[src/rtl/cakb_pkg.sv]
`timescale 1ns / 1ps
`default_nettype none

package cakb_pkg;

   localparam int MAX_DIM_DEFAULT = 4096;

   localparam int CHAN_W   = 8;
   localparam int DIM_W    = 13;
   localparam int STRIDE_W = 14;
   localparam int COORD_W  = 13;
   localparam int INDEX_W  = 25;
   localparam int PROD_W   = COORD_W + STRIDE_W;

   localparam int CSR_ADDR_W = 5;
   localparam int CSR_DATA_W = 32;

   localparam int REQ_DATA_W  = 32;
   localparam int RSP_DATA_W  = 56;
   localparam int RSP_USER_W  = 1;

   localparam logic [CHAN_W-1:0] OPAQUE_ALPHA = 8'hFF;

   typedef enum logic [2:0] {
      REG_FRAME_WIDTH  = 3'd0,
      REG_FRAME_HEIGHT = 3'd1,
      REG_FRAME_STRIDE = 3'd2,
      REG_IMAGE_WIDTH  = 3'd3,
      REG_IMAGE_HEIGHT = 3'd4,
      REG_POS_X        = 3'd5,
      REG_POS_Y        = 3'd6
   } reg_index_type;

   typedef struct packed {
      logic [DIM_W-1:0]           frame_width;
      logic [DIM_W-1:0]           frame_height;
      logic [STRIDE_W-1:0]        frame_stride;
      logic [DIM_W-1:0]           image_width;
      logic [DIM_W-1:0]           image_height;
      logic signed [COORD_W-1:0]  pos_x;
      logic signed [COORD_W-1:0]  pos_y;
   } cfg_type;

   typedef struct packed {
      logic [CHAN_W-1:0] alpha;
      logic [CHAN_W-1:0] chan_c;
      logic [CHAN_W-1:0] chan_b;
      logic [CHAN_W-1:0] chan_a;
   } pixel_type;

   typedef struct packed {
      logic [CHAN_W-1:0]  out_c;
      logic [CHAN_W-1:0]  out_b;
      logic [CHAN_W-1:0]  out_a;
      logic [INDEX_W-1:0] pixel_index;
      logic               write_enable;
   } result_type;

endpackage

`default_nettype wire

[src/rtl/cakb_csr.sv]
`timescale 1ns / 1ps
`default_nettype none

module cakb_csr (
   input  logic                                clock,
   input  logic                                reset,
   input  logic                                csr_psel,
   input  logic                                csr_penable,
   input  logic                                csr_pwrite,
   input  logic [cakb_pkg::CSR_ADDR_W-1:0]     csr_paddr,
   input  logic [cakb_pkg::CSR_DATA_W-1:0]     csr_pwdata,
   output logic [cakb_pkg::CSR_DATA_W-1:0]     csr_prdata,
   output logic                                csr_pready,
   output cakb_pkg::cfg_type                   cfg
);
   import cakb_pkg::*;

   cfg_type       cfg_ff;
   cfg_type       cfg_in;
   reg_index_type reg_index;
   logic          write_strobe;

   assign csr_pready   = 1'b1;
   assign reg_index    = reg_index_type'(csr_paddr[CSR_ADDR_W-1:2]);
   assign write_strobe = csr_psel && csr_penable && csr_pwrite;

   always_comb begin
      cfg_in = cfg_ff;
      if (write_strobe) begin
         unique case (reg_index)
            REG_FRAME_WIDTH:  cfg_in.frame_width  = csr_pwdata[DIM_W-1:0];
            REG_FRAME_HEIGHT: cfg_in.frame_height = csr_pwdata[DIM_W-1:0];
            REG_FRAME_STRIDE: cfg_in.frame_stride = csr_pwdata[STRIDE_W-1:0];
            REG_IMAGE_WIDTH:  cfg_in.image_width  = csr_pwdata[DIM_W-1:0];
            REG_IMAGE_HEIGHT: cfg_in.image_height = csr_pwdata[DIM_W-1:0];
            REG_POS_X:        cfg_in.pos_x        = csr_pwdata[COORD_W-1:0];
            REG_POS_Y:        cfg_in.pos_y        = csr_pwdata[COORD_W-1:0];
            default:          cfg_in = cfg_ff;
         endcase
      end
   end

   always_comb begin
      unique case (reg_index)
         REG_FRAME_WIDTH:  csr_prdata = CSR_DATA_W'(cfg_ff.frame_width);
         REG_FRAME_HEIGHT: csr_prdata = CSR_DATA_W'(cfg_ff.frame_height);
         REG_FRAME_STRIDE: csr_prdata = CSR_DATA_W'(cfg_ff.frame_stride);
         REG_IMAGE_WIDTH:  csr_prdata = CSR_DATA_W'(cfg_ff.image_width);
         REG_IMAGE_HEIGHT: csr_prdata = CSR_DATA_W'(cfg_ff.image_height);
         REG_POS_X:        csr_prdata = CSR_DATA_W'($unsigned(cfg_ff.pos_x));
         REG_POS_Y:        csr_prdata = CSR_DATA_W'($unsigned(cfg_ff.pos_y));
         default:          csr_prdata = '0;
      endcase
   end

   always_ff @(posedge clock) begin
      if (reset) begin
         cfg_ff.frame_width  <= DIM_W'(1);
         cfg_ff.frame_height <= DIM_W'(1);
         cfg_ff.frame_stride <= STRIDE_W'(1);
         cfg_ff.image_width  <= DIM_W'(1);
         cfg_ff.image_height <= DIM_W'(1);
         cfg_ff.pos_x        <= '0;
         cfg_ff.pos_y        <= '0;
      end else begin
         cfg_ff <= cfg_in;
      end
   end

   assign cfg = cfg_ff;

endmodule

`default_nettype wire

[src/rtl/cakb_core.sv]
`timescale 1ns / 1ps
`default_nettype none

module cakb_core #(
   parameter int MAX_DIM = cakb_pkg::MAX_DIM_DEFAULT
) (
   input  logic                  clock,
   input  logic                  reset,
   input  cakb_pkg::cfg_type     cfg,
   input  logic                  in_valid,
   output logic                  in_ready,
   input  cakb_pkg::pixel_type   in_pixel,
   output logic                  out_valid,
   input  logic                  out_ready,
   output cakb_pkg::result_type  out_result
);
   import cakb_pkg::*;

   localparam int CNT_W = $clog2(MAX_DIM);
   localparam int EFF_W = $clog2(MAX_DIM + 1);
   localparam int FX_W  = ((CNT_W + 1 > COORD_W) ? CNT_W + 1 : COORD_W) + 1;

   function automatic logic [EFF_W-1:0] eff_dim(input logic [DIM_W-1:0] v);
      logic [EFF_W-1:0] r;
      if (v == '0) begin
         r = EFF_W'(1);
      end else if (32'(v) > 32'(MAX_DIM)) begin
         r = EFF_W'(MAX_DIM);
      end else begin
         r = EFF_W'(v);
      end
      return r;
   endfunction

   logic [CNT_W-1:0]        col_ff, col_in;
   logic [CNT_W-1:0]        row_ff, row_in;
   logic                    stage_valid_ff, stage_valid_in;
   result_type              stage_ff, stage_in;

   logic                    in_fire;
   logic [CNT_W:0]          col_inc;
   logic [CNT_W:0]          row_inc;
   logic signed [FX_W-1:0]  fx;
   logic signed [FX_W-1:0]  fy;
   logic                    in_frame;
   logic                    draw;
   logic [PROD_W-1:0]       prod;
   logic [PROD_W-1:0]       idx_sum;

   assign in_ready = !stage_valid_ff || out_ready;
   assign in_fire  = in_valid && in_ready;

   // raster counters: advance one column per request, wrap at the image size
   always_comb begin
      col_inc = {1'b0, col_ff} + (CNT_W + 1)'(1);
      row_inc = {1'b0, row_ff} + (CNT_W + 1)'(1);
      col_in  = col_ff;
      row_in  = row_ff;
      if (in_fire) begin
         if (32'(col_inc) >= 32'(eff_dim(cfg.image_width))) begin
            col_in = '0;
            if (32'(row_inc) >= 32'(eff_dim(cfg.image_height))) begin
               row_in = '0;
            end else begin
               row_in = row_inc[CNT_W-1:0];
            end
         end else begin
            col_in = col_inc[CNT_W-1:0];
         end
      end
   end

   always_comb begin
      fx = $signed({{(FX_W - CNT_W){1'b0}}, col_ff}) + FX_W'(cfg.pos_x);
      fy = $signed({{(FX_W - CNT_W){1'b0}}, row_ff}) + FX_W'(cfg.pos_y);
      in_frame = !fx[FX_W-1] && (32'($unsigned(fx)) < 32'(cfg.frame_width)) &&
                 !fy[FX_W-1] && (32'($unsigned(fy)) < 32'(cfg.frame_height));
      draw = in_frame && (in_pixel.alpha == OPAQUE_ALPHA);
      // inside the frame both coordinates are below 2^13
      prod    = PROD_W'(fy[COORD_W-1:0]) * PROD_W'(cfg.frame_stride);
      idx_sum = prod + PROD_W'(fx[COORD_W-1:0]);

      stage_in = '0;
      if (draw) begin
         stage_in.write_enable = 1'b1;
         stage_in.pixel_index  = idx_sum[INDEX_W-1:0];
         stage_in.out_a        = in_pixel.chan_a;
         stage_in.out_b        = in_pixel.chan_b;
         stage_in.out_c        = in_pixel.chan_c;
      end
   end

   always_comb begin
      stage_valid_in = stage_valid_ff;
      if (in_fire) begin
         stage_valid_in = 1'b1;
      end else if (out_ready) begin
         stage_valid_in = 1'b0;
      end
   end

   always_ff @(posedge clock) begin
      if (reset) begin
         col_ff         <= '0;
         row_ff         <= '0;
         stage_valid_ff <= 1'b0;
      end else begin
         col_ff         <= col_in;
         row_ff         <= row_in;
         stage_valid_ff <= stage_valid_in;
      end
   end

   always_ff @(posedge clock) begin
      if (in_fire) begin
         stage_ff <= stage_in;
      end
   end

   assign out_valid  = stage_valid_ff;
   assign out_result = stage_ff;

`ifndef SYNTHESIS
   a_accept_fills_stage: assert property (@(posedge clock) disable iff (reset)
      in_fire |=> stage_valid_ff)
      else $error("accepted request did not reach the result stage");

   a_stall_keeps_stage: assert property (@(posedge clock) disable iff (reset)
      stage_valid_ff && !out_ready |=> stage_valid_ff && $stable(stage_ff))
      else $error("result stage changed while downstream stalled");

   a_no_write_zero: assert property (@(posedge clock) disable iff (reset)
      stage_valid_ff && !stage_ff.write_enable |->
         stage_ff.pixel_index == '0 && stage_ff.out_a == '0 &&
         stage_ff.out_b == '0 && stage_ff.out_c == '0)
      else $error("skipped pixel carries nonzero payload");
`endif

endmodule

`default_nettype wire

[src/rtl/cakb_skid.sv]
`timescale 1ns / 1ps
`default_nettype none

module cakb_skid (
   input  logic                  clock,
   input  logic                  reset,
   input  logic                  in_valid,
   output logic                  in_ready,
   input  cakb_pkg::result_type  in_data,
   output logic                  out_valid,
   input  logic                  out_ready,
   output cakb_pkg::result_type  out_data
);
   import cakb_pkg::*;

   logic       out_valid_ff, out_valid_in;
   logic       skid_valid_ff, skid_valid_in;
   result_type out_data_ff, out_data_in;
   result_type skid_data_ff, skid_data_in;
   logic       in_fire;
   logic       out_free;

   assign in_ready = !skid_valid_ff;
   assign in_fire  = in_valid && in_ready;
   assign out_free = !out_valid_ff || out_ready;

   always_comb begin
      out_valid_in  = out_valid_ff;
      out_data_in   = out_data_ff;
      skid_valid_in = skid_valid_ff;
      skid_data_in  = skid_data_ff;
      if (out_free) begin
         if (skid_valid_ff) begin
            // drain the held request first
            out_valid_in  = 1'b1;
            out_data_in   = skid_data_ff;
            skid_valid_in = 1'b0;
         end else begin
            out_valid_in = in_fire;
            out_data_in  = in_data;
         end
      end else if (in_fire) begin
         skid_valid_in = 1'b1;
         skid_data_in  = in_data;
      end
   end

   always_ff @(posedge clock) begin
      if (reset) begin
         out_valid_ff  <= 1'b0;
         skid_valid_ff <= 1'b0;
      end else begin
         out_valid_ff  <= out_valid_in;
         skid_valid_ff <= skid_valid_in;
      end
   end

   always_ff @(posedge clock) begin
      out_data_ff  <= out_data_in;
      skid_data_ff <= skid_data_in;
   end

   assign out_valid = out_valid_ff;
   assign out_data  = out_data_ff;

`ifndef SYNTHESIS
   a_skid_behind_out: assert property (@(posedge clock) disable iff (reset)
      skid_valid_ff |-> out_valid_ff)
      else $error("skid entry held while output register empty");

   a_stall_to_skid: assert property (@(posedge clock) disable iff (reset)
      in_fire && out_valid_ff && !out_ready |=> skid_valid_ff)
      else $error("request accepted under stall was not held");

   a_skid_drains: assert property (@(posedge clock) disable iff (reset)
      skid_valid_ff && out_ready |=> out_valid_ff && !skid_valid_ff)
      else $error("skid entry did not move to the output register");
`endif

endmodule

`default_nettype wire

[src/rtl/clipped_alpha_key_blit.sv]
`timescale 1ns / 1ps
`default_nettype none

// Alpha-keyed sprite blit with frame clipping.
// req_*: source pixels in raster order, one request per pixel. The block
//    counts column and row itself, wrapping at image_width / image_height.
// rsp_*: one result per pixel. rsp_tuser is the write enable; when it is low
//    the index and channels are zero. The byte address is 4 * pixel_index.
// csr_*: register file for frame size, stride, image size and position;
//    write it only while no pixel is in flight.
// A request passes from acceptance to rsp_tvalid through one result stage
// holding the clip test and the row-times-stride multiply, then an output
// register. Throughput is one pixel per clock while the receiver does not stall.
// When the receiver stalls, a skid entry behind the output register takes
// one more request; after that the result stage fills and req_tready drops.
// No result is dropped or repeated.
// Reset empties the pipeline, clears the column and row counters and sets the
// sizes and stride to 1 and the position to 0.

module clipped_alpha_key_blit #(
   parameter int MAX_DIM = cakb_pkg::MAX_DIM_DEFAULT
) (
   input  logic                                clock,
   input  logic                                reset,
   input  logic                                req_tvalid,
   output logic                                req_tready,
   // [7:0] chan_a, [15:8] chan_b, [23:16] chan_c, [31:24] alpha
   input  logic [cakb_pkg::REQ_DATA_W-1:0]     req_tdata,
   output logic                                rsp_tvalid,
   input  logic                                rsp_tready,
   // [24:0] pixel_index, [32:25] out_a, [40:33] out_b, [48:41] out_c,
   // [55:49] zero
   output logic [cakb_pkg::RSP_DATA_W-1:0]     rsp_tdata,
   // [0] write_enable
   output logic [cakb_pkg::RSP_USER_W-1:0]     rsp_tuser,
   input  logic                                csr_psel,
   input  logic                                csr_penable,
   input  logic                                csr_pwrite,
   input  logic [cakb_pkg::CSR_ADDR_W-1:0]     csr_paddr,
   input  logic [cakb_pkg::CSR_DATA_W-1:0]     csr_pwdata,
   output logic [cakb_pkg::CSR_DATA_W-1:0]     csr_prdata,
   output logic                                csr_pready
);
   import cakb_pkg::*;

   cfg_type    cfg;
   pixel_type  pixel;
   logic       stage_valid;
   logic       stage_ready;
   result_type stage_result;
   result_type rsp_result;

   assign pixel = pixel_type'(req_tdata);

   cakb_csr u_csr (
      .clock       (clock),
      .reset       (reset),
      .csr_psel    (csr_psel),
      .csr_penable (csr_penable),
      .csr_pwrite  (csr_pwrite),
      .csr_paddr   (csr_paddr),
      .csr_pwdata  (csr_pwdata),
      .csr_prdata  (csr_prdata),
      .csr_pready  (csr_pready),
      .cfg         (cfg)
   );

   cakb_core #(
      .MAX_DIM (MAX_DIM)
   ) u_core (
      .clock      (clock),
      .reset      (reset),
      .cfg        (cfg),
      .in_valid   (req_tvalid),
      .in_ready   (req_tready),
      .in_pixel   (pixel),
      .out_valid  (stage_valid),
      .out_ready  (stage_ready),
      .out_result (stage_result)
   );

   cakb_skid u_skid (
      .clock     (clock),
      .reset     (reset),
      .in_valid  (stage_valid),
      .in_ready  (stage_ready),
      .in_data   (stage_result),
      .out_valid (rsp_tvalid),
      .out_ready (rsp_tready),
      .out_data  (rsp_result)
   );

   assign rsp_tdata = {7'd0, rsp_result.out_c, rsp_result.out_b, rsp_result.out_a,
                       rsp_result.pixel_index};
   assign rsp_tuser = rsp_result.write_enable;

endmodule

`default_nettype wire
[config.mk]
export PLATFORM = sky130hd
export DESIGN_NAME = clipped_alpha_key_blit
export DESIGN_NICKNAME = d
export VERILOG_FILES = /design/src/rtl/cakb_pkg.sv /design/src/rtl/cakb_csr.sv /design/src/rtl/cakb_core.sv /design/src/rtl/cakb_skid.sv /design/src/rtl/clipped_alpha_key_blit.sv
export SDC_FILE = /design/constraint.sdc
export NUM_CORES = 1
export LEC_CHECK = 0
export BUFFER_PORTS_ARGS = -buffer_cell sky130_fd_sc_hd__buf_2
export CAP_MARGIN = 20
export CORE_UTILIZATION = 42
export CTS_CLUSTER_SIZE = 24
export DETAILED_ROUTE_END_ITERATION = 10
export MAX_ROUTING_LAYER = met4
export SYNTH_ARGS = -nofsm -noshare
export SYNTH_HDL_FRONTEND = slang
export SYNTH_SLANG_ARGS = --single-unit
export TNS_END_PERCENT = 20
[constraint.sdc]
create_clock -name clock -period 8.2 [get_ports clock]
set_clock_uncertainty 0.1 [all_clocks]
set_input_delay 1.64 -clock clock [delete_from_list [all_inputs] [get_ports clock]]
set_output_delay 1.64 -clock clock [all_outputs]
set_load 0.005 [all_outputs]
Word-level counts from Yosys, hierarchy flattened
Cells that the tools add are included.
{ "totals": {"output_inout_bits": 92, "input_bits": 76, "wordCells": 91, "register_bits": 269} }
{ "op_classes": {"n_mul": 1, "addsub": 5, "bitwise_logic": 1, "eq_ne": 8, "n_mux": 15, "reduce_logical": 28, "n_lt_le_gt_ge": 6} }
{ "op_table": {"columns": ["cell", "n"], "rows": [
  ["case mux 14 bit (7 select lines)", 1],
  ["2-to-1 mux 13 bit", 7],
  ["2-to-1 mux 50 bit", 1],
  ["adder 13 x 13 -> 14 bit", 2],
  ["< comparator 14 x 13 -> 1 bit", 2],
  ["adder 12 x 1 -> 13 bit (second input constant)", 2],
  [">= comparator 13 bit", 2],
  ["greater-than comparator 13 bit (second input constant)", 2],
  ["zero test 13 bit", 2],
  ["adder 25 x 13 -> 25 bit", 1],
  ["multiplier 13 x 14 -> 25 bit", 1],
  ["2-to-1 mux 12 bit", 2],
  ["AND reduction 2 bit", 9],
  ["== test 3 bit (second input constant)", 3],
  ["== test 8 bit (second input constant)", 1],
  ["logical AND 1 bit", 8],
  ["== test 3 x 2 -> 1 bit (second input constant)", 2],
  ["zero test 1 bit", 5],
  ["2-to-1 mux 1 bit", 4],
  ["== test 3 x 1 -> 1 bit (second input constant)", 1],
  ["zero test 3 bit", 1],
  ["logical OR 1 bit", 2],
  ["inequality test 2 bit (second input constant)", 1],
  ["OR reduction 2 bit", 1],
  ["inverter 1 bit", 1]
]} }

Logic depth before layout (Yosys ltp)
{ "depth": {"ltp_word": 9, "ltp_mapped": 31, "ltp_nobuf": 29} }

Cells and area by module
From an unflattened synthesis, not the netlist that was laid out.
{ "unflattened": {"hier_cells": 1916, "area_unflattened_um2": 20369.5} }
{ "by_module_without_submodules": {"columns": ["mod", "area_each_um2", "cells_per_inst", "instances", "seq_area_each_um2"], "rows": [
  ["cakb_core", 11841.4, 1317, 1, 2001.9],
  ["cakb_csr", 4551.9, 427, 1, 1841.8],
  ["cakb_skid", 3920.0, 164, 1, 3042.9],
  ["clipped_alpha_key_blit", 56.3, 8, 1, 0.0]
]} }

Worst setup path before layout
No wires, ideal clock.
{ "synth_path": {"path_type": "register to register", "startpoint": "register u_core.row_ff[0]", "endpoint": "register u_core.stage_ff, in the netlist u_core.out_result[25], data pin", "stages_incl_launch_ff": 31, "setup_ns": 0.255, "t_required_ns": 7.845, "synth_period_minus_slack_ns": 7.879, "arrival_ns": 7.524, "n_path_buf": 2, "setup_slack_ns": 0.321, "path_cell_list": "dfxtp_1 -> ha_1 -> fa_1 -> a211oi_2 -> nor2_1 -> o41a_1 -> a2111oi_2 -> o21bai_1 -> xor2_1 -> clkbuf_1 -> nand2_1 -> fa_1 -> fa_1 -> inv_1 -> fa_1 -> fa_1 -> fa_1 -> inv_1 -> fa_1 -> inv_1 -> ha_1 -> buf_2 -> a21oi_1 -> o211ai_1 -> a31oi_1 -> nand2b_1 -> o211ai_1 -> a221oi_2 -> xnor2_1 -> xor3_1 -> and2_1"} }
{ "synth_via": {"elab_chain_cells": 5, "word_cells_on_any_way": 8, "classes_between": "2 x add/sub; 1 x mul; 1 x order compare; 4 x reduce/logical"} }
{ "synth_rtl": {"columns": ["item", "line", "text"], "rows": [
  ["from (decl)", "cakb_core.sv:36", "logic [CNT_W-1:0] row_ff, row_in;"],
  ["from (signal assigned)", "cakb_core.sv:109", "row_ff <= row_in;"],
  ["adder 13 x 13 -> 14 bit (*)", "cakb_core.sv:75", "fy = $signed({{(FX_W - CNT_W){1'b0}}, row_ff}) + FX_W'(cfg.pos_y);"],
  ["branches (longest 4 deep; another with multiplier 13 x 14 -> 25 bit)", null, null],
  ["to (signal assigned)", "cakb_core.sv:116", "stage_ff <= stage_in;"],
  ["to (decl)", "cakb_core.sv:38", "result_type stage_ff, stage_in;"]
]} }
Every way passes the cells marked *.
A chain may end at the register's enable or synchronous reset.

Worst setup path in the final report
Same ends and word-level chain as after synthesis.

==> flow_summary.json <==
{
  "vias": 14436,
  "ir_worst_vdd_uv": 162.8,
  "num-nets-final": 2437,
  "status": "completed",
  "busiest_layer": "met2",
  "critPathTopFamily": "adder cells",
  "syn_inst": 1954,
  "power_leakage_nw": 9.802,
  "synth_area_per_cell_um2": 10.02,
  "layoutNonFillerInstCount": 2686,
  "cp.depth": 25,
  "dp_hpwl_um": 38110,
  "drt_iter0_markers": 1011,
  "clkPwrFrac_pct": 46.4,
  "drtAntennaViolNets": 0,
  "internal_power_w": 0.002358,
  "critical_path.most_common_cell": "fa_1",
  "grt_overflow": 0,
  "ys_types": 72,
  "switching_share_pct": 22.75,
  "grt_max_degree": 62,
  "required_ns": 8.43,
  "viasPerCell": 5.375,
  "end_kind": "flip-flop",
  "htreeDepth": 1,
  "ys_ff_latch": 269,
  "cts_root_buf": "clkbuf_16",
  "crit_buf_inv": 2,
  "critPathSlowestCell": "fa_1",
  "io_buffer_count": 121,
  "rr_worst_depth": 25,
  "postLayoutCellArea_um2": 21970,
  "antenna_found_initial": 1,
  "r2r_slack_ns": 0.34,
  "die_w_um": 217.9,
  "p_seq_share_pct": 48.1,
  "holdWs_ns": 0.3449,
  "timing.setup.tns_ns": 0,
  "die_h_um": 217.9,
  "place_area_um2": 20860,
  "drt-pass1-iter-count": 5,
  "ys_seq_area_share_pct": 35.17,
  "cp-start-kind": "flip-flop",
  "drive_above_1_share_pct": 15.35,
  "grt_pass1_vias": 14541,
  "cp.arrival_ns": 8.09,
  "start_util_pct": 42.87,
  "clk_pin_slew_ns": 0.07,
  "power_frac_comb_pct": 5.5,
  "rows": 78,
  "wl_um": 51290,
  "cts_tree": "done",
  "fin_crit_sh_pct": 95.89,
  "grt.met2_usage_pct": 36.26,
  "dp.cells": 2628,
  "yosysWarnings": 0,
  "routedWlPerCell_um": 19.09,
  "syn_area_um2": 19580,
  "gr-usage-all-layers_pct": 22.57,
  "max_stage_delay_ns": 0.52,
  "fillCellCount": 4236,
  "ios": 168,
  "synthFlopType": "edfxtp_1",
  "holdBufCountCts": 0,
  "max_freq_ghz": 0.1272,
  "path_class": "flip-flop to flip-flop",
  "synthArstFlopShare_pct": 0,
  "use_met3_pct": 2.385,
  "p_per_area_nw_per_um2": 138.9,
  "whs_path_depth": 0,
  "relSlewSlack_pct": 23.73,
  "hold_viol_final": 0,
  "maxCapViolations": 0,
  "slew_viol_final": 0,
  "worst_pin_slew_ns": 1.140,
  "grt_pass1_wl_um": 80720,
  "cts_buffer_depth": 3,
  "met1_usage_pct": 30.12,
  "cts_sinks": 269,
  "area_delta_synth_final_pct": 12.20,
  "drc": 0,
  "p_sw_w": 0.0006942,
  "cp_max_fo": 13,
  "core-area_um2": 45670,
  "hp-class": "flip-flop to flip-flop",
  "cts_buffers": 30,
  "period_minus_slack_ns": 7.863,
  "setup_viol_count_final": 0,
  "die_area_um2": 47490,
  "routabilityCongestion": 0.9356,
  "rsz0062_at_grt": "true",
  "synth_edf_count": 150,
  "worstSkewPairLatency_ns": 0.58
}
==> power by group through the flow <==
stage | sequential [W] | combinational [W] | clock (W)
finish | 0.00147 | 0.000167 | 0.00142
global route | 0.00147 | 0.000182 | 0.00150
CTS | 0.00147 | 0.000167 | 0.00145
detailed placement | 0.00150 | 0.000166 | 0
global placement | 0.00150 | 0.000163 | 0
floorplan | 0.00150 | 0.0000973 | 0
==> path summary, 6_finish.rpt <==
| kind | startpoint | to |
|---|---|---|
| max | u_core.row_ff[0] | u_core.out_result[25] |
| min | u_core.out_result[6] | u_skid.skid_data_ff[6] |
| max reg2reg | u_core.row_ff[0] | u_core.out_result[25] |
| min reg2reg | u_core.out_result[6] | u_skid.skid_data_ff[6] |
==> cell type report <==
| cell class | count | area (µm²) | area share (%) |
|---|---|---|---|
| antenna | 1 | 2.502 | 0.01139 |
| clock buffer | 34 | 787.0 | 3.582 |
| clock inverter | 21 | 242.7 | 1.105 |
| inverter | 182 | 683.2 | 3.109 |
| multi-input combinational | 1415 | 11690 | 53.18 |
| sequential | 269 | 6889 | 31.36 |
| tap | 600 | 750.7 | 3.417 |
| timing repair buffer | 164 | 930.9 | 4.237 |
==> per-stage QoR <==
| step | worst slack [ns] | total power (W) | util, % |
|---|---|---|---|
| floorplan | 0.3209 | 0.001593 | - |
| global placement | 0.1835 | 0.001661 | 45.67 |
| detailed placement | 0.1582 | 0.001664 | 45.67 |
| CTS | 0.1185 | 0.003083 | 47.92 |
| global route | -0.03195 | 0.003151 | 48.10 |
| finish | 0.3372 | 0.003052 | 48.10 |
==> cells in the final DEF, fill, tap and decap left out, types with 8 or more instances in the layout <==
| cell | count |
|---|---|
| nand2b_1 | 13 |
| nand4_1 | 8 |
| ha_1 | 155 |
| a21oi_1 | 107 |
| a21o_1 | 36 |
| nand2_1 | 314 |
| nor2_1 | 66 |
| xnor2_1 | 39 |
| nor4b_1 | 12 |
| fa_1 | 140 |
| mux2i_1 | 38 |
| buf_2 | 120 |
| nor3_1 | 17 |
| a211oi_1 | 8 |
| conb_1 | 26 |
| mux2_2 | 62 |
| clkbuf_16 | 31 |
| xor2_1 | 23 |
| mux4_2 | 8 |
| inv_1 | 180 |
| nand3_1 | 33 |
| and3_1 | 22 |
| buf_4 | 44 |
| o21a_1 | 8 |
| o21ai_0 | 43 |
| edfxtp_1 | 150 |
| dfxtp_1 | 117 |
| and2_1 | 114 |
| nor3b_1 | 9 |
==> flip-flops by register name (all words and copies together), names as in the netlist <==
signal                cells
u_core.col_ff            12
u_core.out_result        50
u_core.out_valid          1
u_core.row_ff            12
u_csr.cfg                92
u_skid.out_data          50
u_skid.out_valid          1
u_skid.skid_data_ff      50
u_skid.skid_valid_ff      1
==> layer usage <==
metal | routed length (µm) | vias up
met4 | 1465 | 0
met5 | 0 | -
met3 | 2980 | 82
met2 | 23700 | 395
li1 | - | 6777
met1 | 23140 | 7182
==> cells by family (layout without fill, tap and decap cells) <==
group / count (synthesis) / after routing / share of synthesized area (%)
AO/OA/AOI/OAI: 272 / 272 / 8.927
buffers and inverters: 294 / 401 / 6.160
AND/OR/NAND/NOR: 644 / 644 / 15.70
other: 2 / 27 / 0.03835
flip-flops: 269 / 269 / 35.17
XOR/XNOR: 66 / 66 / 3.029
adder cells (fa/ha/maj): 299 / 299 / 24.55
multiplexers: 108 / 108 / 6.428
==> repair_timing <==
item                       in CTS  in global routing
resized for setup               0                 14
setup endpoints to repair       0                  3
buffers inserted                0                  2
==> cell usage after synthesis (all sizes together), types with 6 or more instances <==
| cell type | number | share of area [%] |
|---|---|---|
| a211oi | 10 | 0.41 |
| a21o | 36 | 1.4 |
| a21oi | 110 | 2.8 |
| a31oi | 8 | 0.26 |
| and2 | 114 | 3.6 |
| and3 | 22 | 0.70 |
| buf | 39 | 1.3 |
| clkbuf | 73 | 1.4 |
| dfxtp | 119 | 12 |
| edfxtp | 150 | 23 |
| fa | 142 | 15 |
| ha | 157 | 10 |
| inv | 181 | 3.5 |
| mux2 | 62 | 3.6 |
| mux2i | 38 | 1.9 |
| mux4 | 8 | 0.92 |
| nand2 | 315 | 6.0 |
| nand2b | 14 | 0.45 |
| nand3 | 33 | 0.84 |
| nand4 | 8 | 0.26 |
| nor2 | 68 | 1.3 |
| nor2b | 7 | 0.22 |
| nor3 | 18 | 0.49 |
| nor3b | 11 | 0.45 |
| nor4 | 7 | 0.22 |
| nor4b | 12 | 0.54 |
| o21a | 8 | 0.31 |
| o21ai | 45 | 1.2 |
| o21bai | 6 | 0.23 |
| or3 | 6 | 0.19 |
| xnor2 | 42 | 1.9 |
| xor2 | 23 | 1.0 |
(Power assumes the default switching activity.)
